`src/sv/mwsg_pkg.sv`:
```
package mwsg_pkg;

    // Phase table geometry: one period of the waveform in table points.
    localparam int unsigned TABLE_SIZE = 256;
    localparam int unsigned PHASE_W    = $clog2(TABLE_SIZE);
    localparam int unsigned QUARTER    = TABLE_SIZE / 4;
    localparam int unsigned QTR_W      = $clog2(QUARTER) + 1;

    // Output code range and waveform constants.
    localparam int unsigned SAMPLE_W   = 12;
    localparam logic [SAMPLE_W-1:0] FULL_SCALE = 12'd4095;
    localparam logic [SAMPLE_W-1:0] SINE_MID   = 12'd2000;
    localparam int unsigned SINE_AMP_W = 11;

    // DC scaling: 4095/3300 = 273/220, realized as (mv * DC_RECIP) >> DC_SHIFT.
    // The reciprocal is rounded up; the error stays below 1/220 for any 12-bit input,
    // so the truncated product equals the exact floor.
    localparam int unsigned DC_MV_W    = 12;
    localparam int unsigned DC_SHIFT   = 20;
    localparam int unsigned DC_RECIP_W = 21;
    localparam logic [DC_RECIP_W-1:0] DC_RECIP = 21'd1301188;

    localparam int unsigned DUTY_W     = 9;

    // Configuration register indexes.
    localparam int unsigned CFG_IDX_W  = 2;
    localparam int unsigned CFG_DATA_W = 12;
    localparam logic [CFG_IDX_W-1:0] CFG_WAVE_MODE = 2'd0;
    localparam logic [CFG_IDX_W-1:0] CFG_DC_MV     = 2'd1;
    localparam logic [CFG_IDX_W-1:0] CFG_DUTY      = 2'd2;

    // Waveform selector codes.
    typedef enum logic [2:0] {
        WAVE_DC       = 3'd0,
        WAVE_TRIANGLE = 3'd1,
        WAVE_SQUARE   = 3'd2,
        WAVE_SAWTOOTH = 3'd3,
        WAVE_SINE     = 3'd4
    } t_wave_mode;

    localparam logic [DUTY_W-1:0] DUTY_RESET = 9'd128;

    // Quarter-wave sine magnitude: floor(1800 * sin(pi/2 * rr / 64)), rr = 0..64.
    function automatic logic [SINE_AMP_W-1:0] sine_quarter(input logic [QTR_W-1:0] rr);
        logic [SINE_AMP_W-1:0] m;
        begin
            case (rr)
                7'd0:  m = 11'd0;
                7'd1:  m = 11'd44;
                7'd2:  m = 11'd88;
                7'd3:  m = 11'd132;
                7'd4:  m = 11'd176;
                7'd5:  m = 11'd220;
                7'd6:  m = 11'd264;
                7'd7:  m = 11'd307;
                7'd8:  m = 11'd351;
                7'd9:  m = 11'd394;
                7'd10: m = 11'd437;
                7'd11: m = 11'd480;
                7'd12: m = 11'd522;
                7'd13: m = 11'd564;
                7'd14: m = 11'd606;
                7'd15: m = 11'd647;
                7'd16: m = 11'd688;
                7'd17: m = 11'd729;
                7'd18: m = 11'd769;
                7'd19: m = 11'd809;
                7'd20: m = 11'd848;
                7'd21: m = 11'd887;
                7'd22: m = 11'd925;
                7'd23: m = 11'd962;
                7'd24: m = 11'd1000;
                7'd25: m = 11'd1036;
                7'd26: m = 11'd1072;
                7'd27: m = 11'd1107;
                7'd28: m = 11'd1141;
                7'd29: m = 11'd1175;
                7'd30: m = 11'd1208;
                7'd31: m = 11'd1241;
                7'd32: m = 11'd1272;
                7'd33: m = 11'd1303;
                7'd34: m = 11'd1333;
                7'd35: m = 11'd1362;
                7'd36: m = 11'd1391;
                7'd37: m = 11'd1419;
                7'd38: m = 11'd1445;
                7'd39: m = 11'd1471;
                7'd40: m = 11'd1496;
                7'd41: m = 11'd1520;
                7'd42: m = 11'd1543;
                7'd43: m = 11'd1566;
                7'd44: m = 11'd1587;
                7'd45: m = 11'd1607;
                7'd46: m = 11'd1627;
                7'd47: m = 11'd1645;
                7'd48: m = 11'd1662;
                7'd49: m = 11'd1679;
                7'd50: m = 11'd1694;
                7'd51: m = 11'd1709;
                7'd52: m = 11'd1722;
                7'd53: m = 11'd1734;
                7'd54: m = 11'd1746;
                7'd55: m = 11'd1756;
                7'd56: m = 11'd1765;
                7'd57: m = 11'd1773;
                7'd58: m = 11'd1780;
                7'd59: m = 11'd1786;
                7'd60: m = 11'd1791;
                7'd61: m = 11'd1795;
                7'd62: m = 11'd1797;
                7'd63: m = 11'd1799;
                7'd64: m = 11'd1800;
                default: m = 11'd0;
            endcase
            return m;
        end
    endfunction

endpackage

```
`src/sv/multi_waveform_sample_generator.sv`:
```
// Multi-waveform DAC sample generator.
// Each request on the slave stream is one sample tick; bit 0 of its tdata is the
// restart flag, which sets the phase index to zero before the sample is computed.
// Each request gives exactly one result on the master stream: the 12-bit DAC code
// and the phase index it was computed for, with tlast marking the final point of
// the 256-point period. The phase then advances and wraps after the last point.
// The wave (dc, triangle, square, sawtooth, sine), the dc level in millivolts and
// the square-wave duty count are set through the register write port; the user must
// write them only while the stream is idle, which the block itself does not enforce.
// An accepted request gives a valid result in the next cycle, held in a single
// output register. Throughput is one request per cycle: the slave side is ready
// whenever the output register is empty or is being drained in the same cycle.
// If the receiver stalls, the result waits in the output register and the slave
// side stops taking requests until it is taken.
// Reset (synchronous, active low) empties the output register, sets the phase
// index to zero and loads the register defaults: dc mode, 0 mV, duty count 128.
module multi_waveform_sample_generator
    import mwsg_pkg::*;
(
    input  logic                  i_clk,
    input  logic                  i_rst_n,
    // Register write port
    input  logic                  i_cfg_wr_en,
    input  logic [CFG_IDX_W-1:0]  i_cfg_idx,
    input  logic [CFG_DATA_W-1:0] i_cfg_wdata,
    // Sample tick requests
    input  logic                  i_s_tvalid,
    output logic                  o_s_tready,
    input  logic [7:0]            i_s_tdata,   // [0] restart, [7:1] zero
    // Sample results
    output logic                  o_m_tvalid,
    input  logic                  i_m_tready,
    output logic [23:0]           o_m_tdata,   // [11:0] sample, [19:12] phase_index, [23:20] zero
    output logic                  o_m_tlast    // period_end
);

    logic [2:0]          r_wave_mode;
    logic [DC_MV_W-1:0]  r_dc_mv;
    logic [DUTY_W-1:0]   r_duty;
    logic [PHASE_W-1:0]  r_phase;
    logic                r_out_valid;
    logic [SAMPLE_W-1:0] r_out_sample;
    logic [PHASE_W-1:0]  r_out_phase;
    logic                r_out_last;

    logic                s_accept;
    logic [PHASE_W-1:0]  cur_idx;
    logic                cur_last;
    logic [PHASE_W-1:0]  n_phase;
    logic [SAMPLE_W-1:0] n_sample;

    // Configuration registers.
    always_ff @(posedge i_clk) begin
        if (!i_rst_n) begin
            r_wave_mode <= WAVE_DC;
            r_dc_mv     <= '0;
            r_duty      <= DUTY_RESET;
        end else if (i_cfg_wr_en) begin
            case (i_cfg_idx)
                CFG_WAVE_MODE: r_wave_mode <= i_cfg_wdata[2:0];
                CFG_DC_MV:     r_dc_mv     <= i_cfg_wdata[DC_MV_W-1:0];
                CFG_DUTY:      r_duty      <= i_cfg_wdata[DUTY_W-1:0];
                default: ;
            endcase
        end
    end

    // Handshake: accept whenever the output register is free or being drained.
    assign o_s_tready = !r_out_valid || i_m_tready;
    assign s_accept   = i_s_tvalid && o_s_tready;

    // Phase index for this request and the index that follows it.
    assign cur_idx  = i_s_tdata[0] ? '0 : r_phase;
    assign cur_last = (cur_idx == PHASE_W'(TABLE_SIZE - 1));
    assign n_phase  = cur_last ? '0 : cur_idx + 1'b1;

    // DC level: floor(4095 * mv / 3300) by reciprocal multiply, then saturate.
    logic [DC_MV_W+DC_RECIP_W-1:0] dc_prod;
    logic [DC_MV_W+DC_RECIP_W-DC_SHIFT-1:0] dc_code;
    logic [SAMPLE_W-1:0] dc_sample;
    assign dc_prod   = {{DC_RECIP_W{1'b0}}, r_dc_mv} * {{DC_MV_W{1'b0}}, DC_RECIP};
    assign dc_code   = dc_prod[DC_MV_W+DC_RECIP_W-1:DC_SHIFT];
    assign dc_sample = (dc_code > {1'b0, FULL_SCALE}) ? FULL_SCALE : dc_code[SAMPLE_W-1:0];

    // Triangle: i*8190 = i*8192 - 2*i; rising half floors, falling half uses a ceiling.
    localparam int unsigned TRI_W = PHASE_W + 13;
    logic [TRI_W-1:0]  tri_prod;
    logic [TRI_W-1:0]  tri_ceil;
    logic [12:0]       tri_fall;
    logic [SAMPLE_W-1:0] tri_sample;
    assign tri_prod = {cur_idx, 13'd0} - {{(TRI_W-PHASE_W-1){1'b0}}, cur_idx, 1'b0};
    assign tri_ceil = tri_prod + TRI_W'(TABLE_SIZE - 1);
    assign tri_fall = 13'd8190 - tri_ceil[TRI_W-1:PHASE_W];
    always_comb begin
        if (!cur_idx[PHASE_W-1]) begin
            tri_sample = tri_prod[PHASE_W+SAMPLE_W-1:PHASE_W];
        end else if (tri_fall > {1'b0, FULL_SCALE}) begin
            tri_sample = FULL_SCALE;
        end else begin
            tri_sample = tri_fall[SAMPLE_W-1:0];
        end
    end

    // Sawtooth: floor(i*4095 / N) with i*4095 = i*4096 - i.
    localparam int unsigned SAW_W = PHASE_W + SAMPLE_W;
    logic [SAW_W-1:0]    saw_prod;
    logic [SAMPLE_W-1:0] saw_sample;
    assign saw_prod   = {cur_idx, {SAMPLE_W{1'b0}}} - {{SAMPLE_W{1'b0}}, cur_idx};
    assign saw_sample = saw_prod[SAW_W-1:PHASE_W];

    // Sine: quarter-wave table folded by quadrant; the lower half rounds down.
    logic [1:0]            sin_quad;
    logic [QTR_W-1:0]      sin_rr;
    logic [SINE_AMP_W-1:0] sin_mag;
    logic                  sin_exact;
    logic [SAMPLE_W-1:0]   sin_sample;
    assign sin_quad  = cur_idx[PHASE_W-1:PHASE_W-2];
    assign sin_rr    = sin_quad[0] ? QTR_W'(QUARTER) - {1'b0, cur_idx[PHASE_W-3:0]}
                                   : {1'b0, cur_idx[PHASE_W-3:0]};
    assign sin_mag   = sine_quarter(sin_rr);
    assign sin_exact = (sin_rr == '0) || (sin_rr == QTR_W'(QUARTER));
    assign sin_sample = sin_quad[1]
        ? SINE_MID - {1'b0, sin_mag} - {{(SAMPLE_W-1){1'b0}}, !sin_exact}
        : SINE_MID + {1'b0, sin_mag};

    // Wave selection; unused codes give zero.
    always_comb begin
        case (r_wave_mode)
            WAVE_DC:       n_sample = dc_sample;
            WAVE_TRIANGLE: n_sample = tri_sample;
            WAVE_SQUARE:   n_sample = ({1'b0, cur_idx} < r_duty) ? FULL_SCALE : '0;
            WAVE_SAWTOOTH: n_sample = saw_sample;
            WAVE_SINE:     n_sample = sin_sample;
            default:       n_sample = '0;
        endcase
    end

    // Phase counter and output register control.
    always_ff @(posedge i_clk) begin
        if (!i_rst_n) begin
            r_phase     <= '0;
            r_out_valid <= 1'b0;
        end else begin
            if (s_accept) begin
                r_phase     <= n_phase;
                r_out_valid <= 1'b1;
            end else if (i_m_tready) begin
                r_out_valid <= 1'b0;
            end
        end
    end

    // Result payload.
    always_ff @(posedge i_clk) begin
        if (s_accept) begin
            r_out_sample <= n_sample;
            r_out_phase  <= cur_idx;
            r_out_last   <= cur_last;
        end
    end

    assign o_m_tvalid = r_out_valid;
    assign o_m_tdata  = {4'd0, r_out_phase, r_out_sample};
    assign o_m_tlast  = r_out_last;

`ifndef SYNTH
    // A restart request always yields a result for index zero.
    a_restart_zero: assert property (@(posedge i_clk) disable iff (!i_rst_n)
        (s_accept && i_s_tdata[0]) |=> (o_m_tvalid && r_out_phase == '0))
        else $error("restart did not produce index zero");

    // The period-end flag marks exactly the last table index.
    a_last_index: assert property (@(posedge i_clk) disable iff (!i_rst_n)
        o_m_tvalid |-> (o_m_tlast == (r_out_phase == PHASE_W'(TABLE_SIZE - 1))))
        else $error("period end flag does not match phase index");

    // After each request the stored phase is the successor of the reported one.
    a_phase_step: assert property (@(posedge i_clk) disable iff (!i_rst_n)
        s_accept |=> (r_out_last ? (r_phase == '0) : (r_phase == r_out_phase + 1'b1)))
        else $error("phase counter did not advance from the reported index");
`endif

endmodule

```
`config.mk`:
```
export PLATFORM = sky130hd
export DESIGN_NAME = multi_waveform_sample_generator
export DESIGN_NICKNAME = d
export VERILOG_FILES = /design/src/sv/mwsg_pkg.sv /design/src/sv/multi_waveform_sample_generator.sv
export SDC_FILE = /design/constraint.sdc
export NUM_CORES = 1
export LEC_CHECK = 0
export ABC_AREA = 1
export BUFFER_PORTS_ARGS = -buffer_cell sky130_fd_sc_hd__buf_2
export CORE_MARGIN = 4
export CORE_UTILIZATION = 45
export CTS_CLUSTER_SIZE = 16
export DETAILED_ROUTE_END_ITERATION = 12
export PLACE_DENSITY = 0.63
export SETUP_SLACK_MARGIN = 0.15
export SYNTH_ARGS = -nofsm -noshare
export SYNTH_HDL_FRONTEND = slang
export SYNTH_SLANG_ARGS = --single-unit
```
`constraint.sdc`:
```
create_clock -name i_clk -period 6.05 [get_ports i_clk]
set_input_delay 1.21 -clock i_clk [delete_from_list [all_inputs] [get_ports i_clk]]
set_output_delay 1.21 -clock i_clk [all_outputs]
set_load 0.02 [all_outputs]
```
==> results, run 1 <==
- The flow ran to the end, and the final reports show no timing, DRC or antenna violations.
- The area of the mapped netlist is 9131 µm².
- The synthesized design contains 21 enable-type register cells.
- For this block, wires on met1 add up to 11,390 µm.
- The longest clock path from root to sink contains 2 buffers.
- The sequential element share of the synthesized area is 14.14%.
- The final global-route overflow total is 0.
- The number of warnings reported in the yosys synthesis log is 0.
- The x dimension of the die is between 150 and 200 µm.
- The CTS tree is built.
- The overall power consumption is about 1800 µW.
- Averaged over all synthesized cells, the footprint is about 6.8 µm².
- The wire length of the first global-routing pass is ~40,000 µm.
- The share of the core filled with cells is around 50%.
- The count of input and output buffers is 42.
- The clock period minus worst slack is 5487 ps.
- After filler insertion, the fill cell instance count of the layout stands at around 2.1k.
- For this block, the routed nets add up to 24,080 µm of wire.
- The first detailed-routing pass took 6 iterations.
- The deepest level of the CTS H-tree is 2.
- The total inserted antenna cells is 0.
- The kind of start point of the critical path is a register.
- The final-report max-slew violation count is 0.
- The final worst clock skew is 6.133 ps.
- The power density over the cells is about 180 nW/µm².
- Once detail routing completed, the nets flagged for antenna violations numbered 0.
- The number of sinks on the clock net is 54.
- From synthesis to final layout, the design area changed by 7.865%.
- The insertion delay of the later-clocked pin in the worst-skew pair is 300 ps.
- The number of hold-slack violations in the final timing report is 0.
- The worst path uses approximately nine tenths of the clock period.
- Setup repair after global routing left no endpoint under its margin.
- The tightest slew margin relative to the limit is roughly two fifths.
- The final-report setup violation count is 0.
- The routed layout has 8,493 vias.
- Counting flops and latches in the post-synthesis netlist gives 54.
- Across every metal layer, demand over resource in global routing totals 21.69%.
- For this block, the initial DRC count from the detailed router was 406.
- The highest metal layer carrying signal wires in the routed design is met4.
- In this run, CTS created clock tree buffers numbering 5.
- The cell at the root of the clock tree is clkbuf_16.
- The area of the die is 22,640 µm².
- The routed design uses 11,260 µm of met2 wire.
- The routed wire length on met3 is 1039 µm.
- The async set-reset flop share out of synthesis is 0%.
- Once detailed placement completed, the half-perimeter wirelength came to 20,400 µm.
- The maximum achievable frequency is between 150 and 200 MHz.
- The number of global-route vias before repair was 8,001.
- STA classifies the critical path endpoint as a register.
- In this run the static leakage power is ~0.0054 µW.
- The number of instances in the placed design is 1,641.
- The worst-case IR drop observed on VDD is 0.1099 mV.
- Setup total negative slack on the finished layout was measured at 0 ps.
- The count of boundary I/O pins is 54.
- The site row count is 51.
- Entering global routing, the biggest net connects 30 pins.
- The maximum fanout along the worst path is 9.
- In this run the cell area measured after placement is 9674 µm².
- The number of DRC violations after detailed routing is 0.
- The post-layout net count is ~1.6k.
- The arrival time of data at the critical path endpoint is 5510 ps.
- The tool flagged a number of max-cap violations equal to 0.
- Data on the critical path is required at its endpoint by 6070 ps.
- The ratio of cells with drive above 1 in the final layout is 9.032%.
- The class of the most critical setup path is register to register.
- The global placer's final weighted congestion is between 0.9 and 1.
- After detailed routing, the average wire length per cell comes to 14.60 µm.
- The most common flop cell mapped by yosys is dfxtp_1.
- The starting utilization of the core area is 46.31%.
- The distinct cell type count of the synthesized netlist is 48.
- The transition time of the tightest slew-check pin is 922.9 ps.
- The die outline height is 150.5 µm.
- The non-filler instance count after layout is 1,649.
- After clock tree synthesis, the clock-pin slew on the worst setup and hold paths is 70 ps.
- The region available for standard cell placement spans between 15,000 and 20,000 µm².
- The finished cells cover 9849 µm².
- The class of the worst hold path is register to register.
- Using the TritonRoute via totals, the vias-per-cell ratio works out to 5.150.
- The initial antenna violation count is 0.
- In the synthesized netlist, the number of instances is ~1.3k.
==> synth_stat cells, drive strengths merged (2+ instances only) <==
library cell	instances	area share, %
or2	2	0.14
o21bai	2	0.16
inv	243	10
xor2	11	1.1
a21o	4	0.33
nand4	21	1.4
a21oi	75	4.2
nand3	121	6.9
clkbuf	12	0.49
clkinv	4	0.16
a21boi	2	0.16
a221oi	2	0.19
ha	114	16
nor3	16	0.88
o211ai	4	0.33
o21ai	82	4.7
xnor2	5	0.48
nand3b	2	0.16
buf	18	1.2
edfxtp	21	6.9
nand2	331	14
o31ai	2	0.16
fa	72	16
nor2	124	5.6
nor4	2	0.14
a211oi	2	0.16
dfxtp	33	7.2
a31oi	7	0.48
o21a	3	0.25
==> worst max-delay path, cell delays in order (launching register included) <==
cell and delay [ps]:
dfxtp_2 470, fa_1 530, fa_1 530, fa_1 520
fa_1 550, inv_1 50, fa_1 530, inv_1 40
ha_1 370, a21oi_1 220, inv_1 60, a31oi_1 190
o31ai_1 120, a21oi_1 180, nand2_1 80, nand2_1 60
nand2_1 90, clkinv_1 160, nand2_1 70, a221oi_1 240
nand3_1 170
==> where the power goes <==
part / switching [µW] / leakage, µW / internal, µW
registers: 21.7 / 0.000482 / 422
clock network: 135 / 0.0000823 / 191
logic: 651 / 0.00479 / 366
==> through the flow <==
step	setup WS [ps]	hold WS, ps
6_report	563.5	476.1
5_1_grt	170.3	505.4
4_1_cts	410.4	477.7
3_5_place_dp	386.1	455.2
3_3_place_gp	434.9	455.8
2_1_floorplan	536.3	435.3
==> registers in the layout, indices dropped and copies added, names as in the netlist <==
| register | count |
|---|---|
| o_m_tlast | 1 |
| r_duty | 9 |
| r_dc_mv | 12 |
| r_wave_mode | 3 |
| o_m_tvalid | 1 |
| r_phase | 8 |
| r_out_phase | 8 |
| r_out_sample | 12 |
==> what timing repair did <==
item,4_1_cts,5_1_grt
setup buffers,0,0
hold buffers,0,0
gates resized for setup,0,4
setup endpoints to repair,0,9
==> layer usage <==
| metal | GRT usage, % | vias up |
|---|---|---|
| li1 | - | 4374 |
| met1 | 30.40 | 3886 |
| met2 | 36.51 | 198 |
| met3 | 2.589 | 35 |
| met4 | 3.751 | 0 |
| met5 | 0 | - |
==> logic make-up after synthesis <==
logic type,count (synthesis),share of synthesized area [%]
fa+ha+maj,186,31.41
compound gates,189,11.46
buf+inv,277,11.85
xor+xnor,16,1.535
flops,54,14.14
other cells,1,0.04107
simple gates,619,29.57
==> worst paths after layout <==
path,from,to,slack (ps),cells after the start
worst max-delay path,r_dc_mv[8]$_SDFFE_PN0P_,r_out_sample[10]$_DFFE_PP_,560,20
worst min-delay path,r_duty[6]$_SDFFE_PN0P_,r_duty[6]$_SDFFE_PN0P_,480,2
worst max register to register,r_dc_mv[8]$_SDFFE_PN0P_,r_out_sample[10]$_DFFE_PP_,560,20
worst min register to register,r_duty[6]$_SDFFE_PN0P_,r_duty[6]$_SDFFE_PN0P_,480,2
==> area by class of cell <==
| type | count | area [µm²] | share of cell area [%] |
|---|---|---|---|
| Multi-Input combinational cell | 1014 | 6773 | 68.76 |
| Sequential cell | 54 | 1295 | 13.15 |
| Inverter | 247 | 929.6 | 9.439 |
| Timing Repair Buffer | 61 | 352.8 | 3.582 |
| Tap cell | 265 | 331.6 | 3.366 |
| Clock buffer | 8 | 167.7 | 1.702 |
==> cell usage in the layout, fill, tap and decap left out, drive strengths merged, types with 2 or more instances in the layout <==
master and instances:
nand4 21, nand3 121, o21a 3, nor3 16, xor2 11, ha 114
fa 72, inv 243, nor2 124, clkbuf 8, o21bai 2, or2 2
o31ai 2, clkinv 4, a21oi 75, nand2 331, buf 61, xnor2 5
a21boi 2, a21o 4, nand3b 2, o21ai 82, dfxtp 33, conb 4
o211ai 4, nor4 2, edfxtp 21, a221oi 2, a31oi 7, a211oi 2
No activity file was read; power rests on OpenSTA's default activity.
==> inputs of run 2 (changes only) <==
- ABC_CLOCK_PERIOD_IN_PS: unset -> 6400
- clock period: 6.05 -> 6.4 ns (I/O delays scaled with it)
==> run 2 against run 1 <==
- power down 6.0%
- largest cell class unchanged
- critical path type unchanged
- final cell count down 0.30%
- core utilization down 0.25 points
==> results, run 2 (synthesis results as in run 1) <==
- The number of global-route vias before repair is 8,009 (+0.10%).
- The arrival time of data at the critical path endpoint was 5640 ps (+130 ps).
- The final-layout fill cell count is 1,951 (-4.8%).
- The ratio of cells with drive above 1 in the final layout came to 8.339% (-0.69 points).
- The count of TritonRoute iterations in the first routing pass was 4 (-2).
- The starting utilization of the core area was 46.31% (unchanged).
- The total of max-cap violations is 0 (unchanged).
- The x dimension of the die is 150.5 µm (unchanged).
- The clock-pin slew reported for the worst setup and hold paths after clock tree synthesis came to 70 ps (about the same).
- The class of the worst hold path is register to register.
- The post-layout net count is 1,591 (-0.31%).
- The largest net degree at the start of global routing is 28 (-6.7%).
- The initial antenna violation count is 0 (unchanged).
- The count of input and output buffers is 42 (unchanged).
- The area growth from synthesis to layout is 7.317%.
- The global router's overall resource usage is 21.70% (about the same).
- The final wirelength was 23,830 µm (-1.1%).
- The overall power consumption is 1679 µW (-6.0%).
- The insertion delay of the later-clocked pin in the worst-skew pair is 300 ps (about the same).
- The power density over the cells was 171.3 nW/µm² (-5.5%).
- The area of the die came to 22,640 µm² (unchanged).
- The CTS tree is built.
- The sum of net half-perimeters after detailed placement is 20,150 µm (-1.2%).
- The number of buffers added by the clock tree synthesis step came to 5 (unchanged).
- The worst setup path is launched from a register.
- The longest individual stage delay on the worst path is 580 ps (+30 ps).
- The count of vias placed by the detailed router is 8,436 (-0.67%).
- The number of hold-slack violations in the final timing report was 0 (unchanged).
- Traced cell by cell, the critical path runs through fa_1, fa_1, fa_1, fa_1, inv_1, fa_1, inv_1, ha_1, a21oi_1, o21ai_0, a21oi_1, nand3_1, a21oi_1, o221a_2, xor2_1, nand2_1, nand2_1, nand3_1.
- The tightest slew margin relative to the limit is 18.54% (-20 points).
- The transition time of the tightest slew-check pin is 1213 ps (+289.7 ps).
- The fraction of the cycle the final worst path needs is 87.83% (-2.9 points).
- The number of DRC violations after detailed routing was 0 (unchanged).
- The summed negative setup slack over all endpoints is 0 ps (unchanged).
- The average vias per placed instance came to 5.131 (-0.37%).
- The die outline height came to 150.5 µm (unchanged).
- The most frequent cell on the critical path is fa_1.
- The maximum fanout along the worst path came to 7 (-2).
- The cell at the root of the clock tree is clkbuf_16.
- The most common library cell in the layout ignoring fill and taps is nand2_1.
- The starting DRC count in detailed routing is 448 (+10%).
- The area used by sequential logic in the layout is 1291 µm² (-0.29%).
- The wire length of the first global-routing pass is 39,990 µm (+0.26%).
- The hold buffer count at CTS was 0 (unchanged).
- The flow ran to the end, and the final reports show no timing, DRC or antenna violations.
- The count of boundary I/O pins is 54 (unchanged).
- The core footprint was 19,720 µm² (unchanged).
- The largest buffer count on any clock path was 2 (unchanged).
- Broken down by cell family, the worst path's largest delay share belongs to adder cells.
- The number of buffer and inverter stages on the critical path is 2 (-2).
- The post-CTS setup buffer count is 0 (unchanged).
- The top cell types in the final layout, fill and taps aside, are nand2_1 (317), inv_1 (229), nand3_1 (116).
- The maximum achievable frequency is 177.9 MHz (-2.4%).
- The global placer's final weighted congestion was 0.9460 (+3.1%).
- The footprint of the multi-input gates was 6769 µm² (about the same).
- The clock period minus worst slack was 5621 ps (+134.6 ps).
- The total inserted antenna cells is 0 (unchanged).
- The final worst clock skew is 4.463 ps (-1.670 ps).
- The number of nets with antenna violations after detailed routing was 0 (unchanged).
- The worst setup path is captured at a register.
- The leakage power summed over all cells is 0.005326 µW (-0.53%).
- The data required time of the critical path was 6420 ps (+350 ps).
- The number of sinks on the clock net is 54 (unchanged).
- The highest-delay cell along the critical path is dfxtp_1.
- Setup repair after global routing left no endpoint under its margin.
- The final-report setup violation count is 0 (unchanged).
- The site row count is 51 (unchanged).
- The deepest level of the CTS H-tree came to 2 (unchanged).
- The largest registers in the layout are r_dc_mv x12, r_out_sample x12, r_duty x9.
- The average wire per standard cell came to 14.49 µm (-0.75%).
- The count of instances resized after the clock tree is built came to 0 (unchanged).
- The class of the most critical setup path is register to register.
- The largest vdd supply drop is 0.1135 mV (+3.3%).
- The final-report max-slew violation count is 0 (unchanged).
- The final global-route overflow total was 0 (unchanged).
run 2: area by class of cell:
type,instances,area share [%]
multi-input cells,1014,69.08
flip-flops and latches,54,13.18
inverters,247,9.487
well taps,265,3.384
repair buffers,56,3.218
clock buffers,6,1.315
clock inverters,2,0.3447
run 2: worst reg2reg max path, cell delays in order (launching register included):
cell     delay [ps]
dfxtp_1         580
fa_1            550
fa_1            490
fa_1            520
fa_1            540
inv_1            50
fa_1            520
inv_1            40
ha_1            380
a21oi_1         220
o21ai_0         130
a21oi_1         130
nand3_1         170
a21oi_1         330
o221a_2         260
xor2_1          180
nand2_1          70
nand2_1          60
nand3_1         110
run 2: per-layer routing:
layer | wire, µm | up-vias | part of all wire (%) | global-route usage (%)
met5 | 0 | - | 0 | 0
met4 | 380 | 0 | 1.6 | 3.705
met3 | 1055 | 32 | 4.4 | 2.077
met2 | 11060 | 220 | 46 | 36.56
met1 | 11330 | 3804 | 48 | 30.73
li1 | - | 4380 | - | -
run 2: metrics by stage:
stage / instances / hold WS, ps / instance area, µm² / utilization [%] / worst slack (ps)
global route: 1644 / 498.4 / 9799 / 49.70 / 482.5
global placement: 1636 / 455.2 / 9637 / 48.87 / 735.3
CTS: 1644 / 469.1 / 9799 / 49.70 / 769.7
detailed placement: 1636 / 459.6 / 9637 / 48.87 / 736.3
finish: 1644 / 468.0 / 9799 / 49.70 / 778.8
floorplan: 1345 / 435.3 / 9143 / - / 816.3
run 2: worst paths after layout:
check	slack [ps]	end	cells past startpoint	start
worst max-delay path	780	r_out_sample[11]$_DFFE_PP_	18	r_dc_mv[8]$_SDFFE_PN0P_
worst min-delay path	470	r_duty[6]$_SDFFE_PN0P_	2	r_duty[6]$_SDFFE_PN0P_
worst max register to register	780	r_out_sample[11]$_DFFE_PP_	18	r_dc_mv[8]$_SDFFE_PN0P_
worst min register to register	470	r_duty[6]$_SDFFE_PN0P_	2	r_duty[6]$_SDFFE_PN0P_
run 2: where the power goes:
part           internal [µW]  switching [µW]
clock                    184             122
sequential               399            21.6
combinational            341             611
total                    924             755
==> inputs of run 3 (changes only) <==
- CORE_ASPECT_RATIO: unset -> 0.5
- PLACE_DENSITY: 0.63 -> unset
==> run 3 against run 2 <==
- flip-flop and latch count did not move
- core utilization barely moved
- hold slack improved by 0.82 ps
- largest cell class unchanged
- final cell count barely moved
- critical path type unchanged
- register-to-register slack got worse by 160 ps
- count of clock-buffer cells in the layout fell by 1
==> results, run 3 (synthesis results as in run 1) <==
- The run finished with clean final reports.
- The ratio of cells with drive above 1 in the final layout came to 8.484% (+0.15 points).
- The final worst hold slack was 468.8 ps (+0.8240 ps).
- The class of the worst hold path is register to register.
- The fraction of met1 tracks used by global routing is 30.49% (-0.24 points).
- The count of boundary I/O pins is 54 (unchanged).
- The setup slack after placement is 687.3 ps (-48.97 ps).
- The insertion delay of the later-clocked pin in the worst-skew pair came to 310 ps (about the same).
- The number of buffers added by the clock tree synthesis step is 5 (unchanged).
- The site row count is 36 (-29%).
- The leakage power summed over all cells was 0.005321 µW (about the same).
- The worst-case hold path end point is r_duty[4]$_SDFFE_PN0P_.
- The starting DRC count in detailed routing was 561 (+25%).
- The maximum achievable frequency is 173.0 MHz (-2.7%).
- The average wire per standard cell is 15.35 µm (+5.9%).
- The area of the die was 22,770 µm² (+0.61%).
- The number of global-route vias before repair is 8,638 (+7.9%).
- The tightest slew margin relative to the limit is 29.96% (+11 points).
- The largest net degree at the start of global routing is 28 (unchanged).
- The overall power consumption is 1698 µW (+1.1%).
- The final-report max-slew violation count is 0 (unchanged).
- The data required time of the critical path is 6480 ps (+60 ps).
- The kind of start point of the critical path is a register.
- The hold buffer count at CTS is 0 (unchanged).
- The count of vias placed by the detailed router came to 8,782 (+4.1%).
- The post-layout net count is 1,591 (unchanged).
- The largest vdd supply drop is 0.09338 mV (-18%).
- The number of nets with antenna violations after detailed routing is 0 (unchanged).
- The cell at the root of the clock tree is clkbuf_16.
- The die outline height came to 108.7 µm (-28%).
- The summed negative setup slack over all endpoints is 0 ps (unchanged).
- The footprint of the multi-input gates is 6769 µm² (unchanged).
- Leaving out fill and tap cells, the most frequent cell in the layout is nand2_1.
- Setup repair after global routing left no endpoint under its margin.
- The deepest level of the CTS H-tree is 2 (unchanged).
- met2 is the most crowded layer.
- The count of instances resized after the clock tree is built is 0 (unchanged).
- The met2 track demand over resource in global routing is 40.74% (+4.2 points).
- The area growth from synthesis to layout is 7.235% (about the same).
- STA classifies the critical path endpoint as a register.
- The count of cells along the worst register-to-register path is 20 (+2).
- The non-filler instance count after layout is 1,645 (+0.061%).
- The initial antenna violation count came to 0 (unchanged).
- The largest registers in the layout are r_dc_mv x12, r_out_sample x12, r_duty x9.
- The wire length of the first global-routing pass is 42,910 µm (+7.3%).
- The sum of net half-perimeters after detailed placement was 20,980 µm (+4.2%).
- The worst hold path depth came to 2 (unchanged).
- The maximum fanout along the worst path came to 7 (unchanged).
- The hold path startpoint is r_duty[4]$_SDFFE_PN0P_.
- The clock period minus worst slack is 5779 ps (+157.8 ps).
- The CTS tree is built.
- The final wirelength is 25,250 µm (+6.0%).
- The area used by sequential logic in the layout is 1291 µm² (unchanged).
- The final worst clock skew is 8.791 ps (+4.328 ps).
- The count of TritonRoute iterations in the first routing pass was 6 (+2).
- The number of sinks on the clock net is 54 (unchanged).
- The class of the most critical setup path is register to register.
- The worst setup margin is 621.1 ps (-157.8 ps).
- The global router's overall resource usage came to 22.85% (+1.2 points).
- The final global-route overflow total is 0 (unchanged).
- The count of input and output buffers is 42 (unchanged).
- The transition time of the tightest slew-check pin was 1050 ps (-163.1 ps).
- The final-report setup violation count is 0 (unchanged).
- The arrival time of data at the critical path endpoint is 5860 ps (+220 ps).
- The slack of the worst reg-to-reg path is 620 ps (-160 ps).
- The x dimension of the die was 209.5 µm (+39%).
- The endpoint of the worst-slack reg-to-reg timing path is r_out_sample[9]$_DFFE_PP_.
- The global placer's final weighted congestion came to 0.9691 (+2.4%).
- The fraction of the cycle the final worst path needs is 90.30% (+2.5 points).
- The final-layout fill cell count is 2,019 (+3.5%).
- The post-CTS setup buffer count was 0 (unchanged).
- The total inserted antenna cells was 0 (unchanged).
- The reg-to-reg startpoint is r_dc_mv[8]$_SDFFE_PN0P_.
- The timing startpoint of the critical path is r_dc_mv[8]$_SDFFE_PN0P_.
- The core footprint is 19,680 µm² (-0.17%).
- The met3 demand-to-capacity share in global routing is 2.386% (+0.31 points).
- The number of DRC violations after detailed routing was 0 (unchanged).
- The largest buffer count on any clock path is 2 (unchanged).
- The average vias per placed instance was 5.339 (+4.0%).
- The power density over the cells is 173.4 nW/µm² (+1.2%).
- The starting utilization of the core area is 46.39% (+0.079 points).
- The clock-pin slew reported for the worst setup and hold paths after clock tree synthesis is 80 ps (about the same).
- In the layout the commonest cells are nand2_1 (317), inv_1 (229), nand3_1 (116).
- The total of max-cap violations is 0 (unchanged).
- The number of hold-slack violations in the final timing report is 0 (unchanged).
- The number of instances in the placed design was 1,637 (+0.061%).
-- run 3: cell types whose count changed in the layout (fill, tap and decap cells not counted), sizes merged --
cell	change
bufinv	-1
clkbuf	-1
clkinv	+1
inv	+1
-- run 3: critical path: stages, from the launching register on --
cell      delay (ps)
dfxtp_1          600
fa_1             550
fa_1             510
fa_1             540
fa_1             550
inv_1             60
fa_1             530
inv_1             40
ha_1             380
a21oi_1          190
o21ai_0          150
a21oi_1          150
nand3_1          170
a21oi_1          320
o21bai_1         120
a21oi_1          120
o21ai_0          110
a21oi_1          220
nand2_1           80
nor2_1            80
nand2_1           50
-- run 3: stage by stage --
stage	utilization, %	instance area [µm²]
after floorplan	-	9143
after global placement	48.96	9638
after detailed placement	48.96	9638
after CTS	49.75	9792
after global routing	49.75	9792
final	49.75	9792
-- run 3: power breakdown --
group / switching [µW] / internal (µW)
combinational: 634 / 347
clock: 150 / 150
sequential: 18.2 / 399
total: 802 / 895
-- run 3: cell type report --
type,count,share of cell area (%)
sequential,54,13.19
inverter,247,9.494
tap,266,3.399
timing repair buffer,56,3.220
clock inverter,3,0.2939
multi-input combinational,1014,69.13
clock buffer,5,1.278
-- run 3: per-layer routing --
layer | share of wire (%) | wire [µm]
met1 | 46 | 11540
met2 | 47 | 11920
met3 | 5.5 | 1399
met4 | 1.5 | 384
met5 | 0 | 0
-- run 3: how the worst max path moves through the flow --
stage / to / slack [ps] / depth (start not counted)
floorplan: r_out_sample[9]$_DFFE_PP_ / 820 / 30
global placement: r_out_sample[9]$_DFFE_PP_ / 700 / 20
detailed placement: r_out_sample[10]$_DFFE_PP_ / 690 / 20
CTS: r_out_sample[10]$_DFFE_PP_ / 650 / 20
global route: r_out_sample[10]$_DFFE_PP_ / 200 / 20
finish: r_out_sample[9]$_DFFE_PP_ / 620 / 20
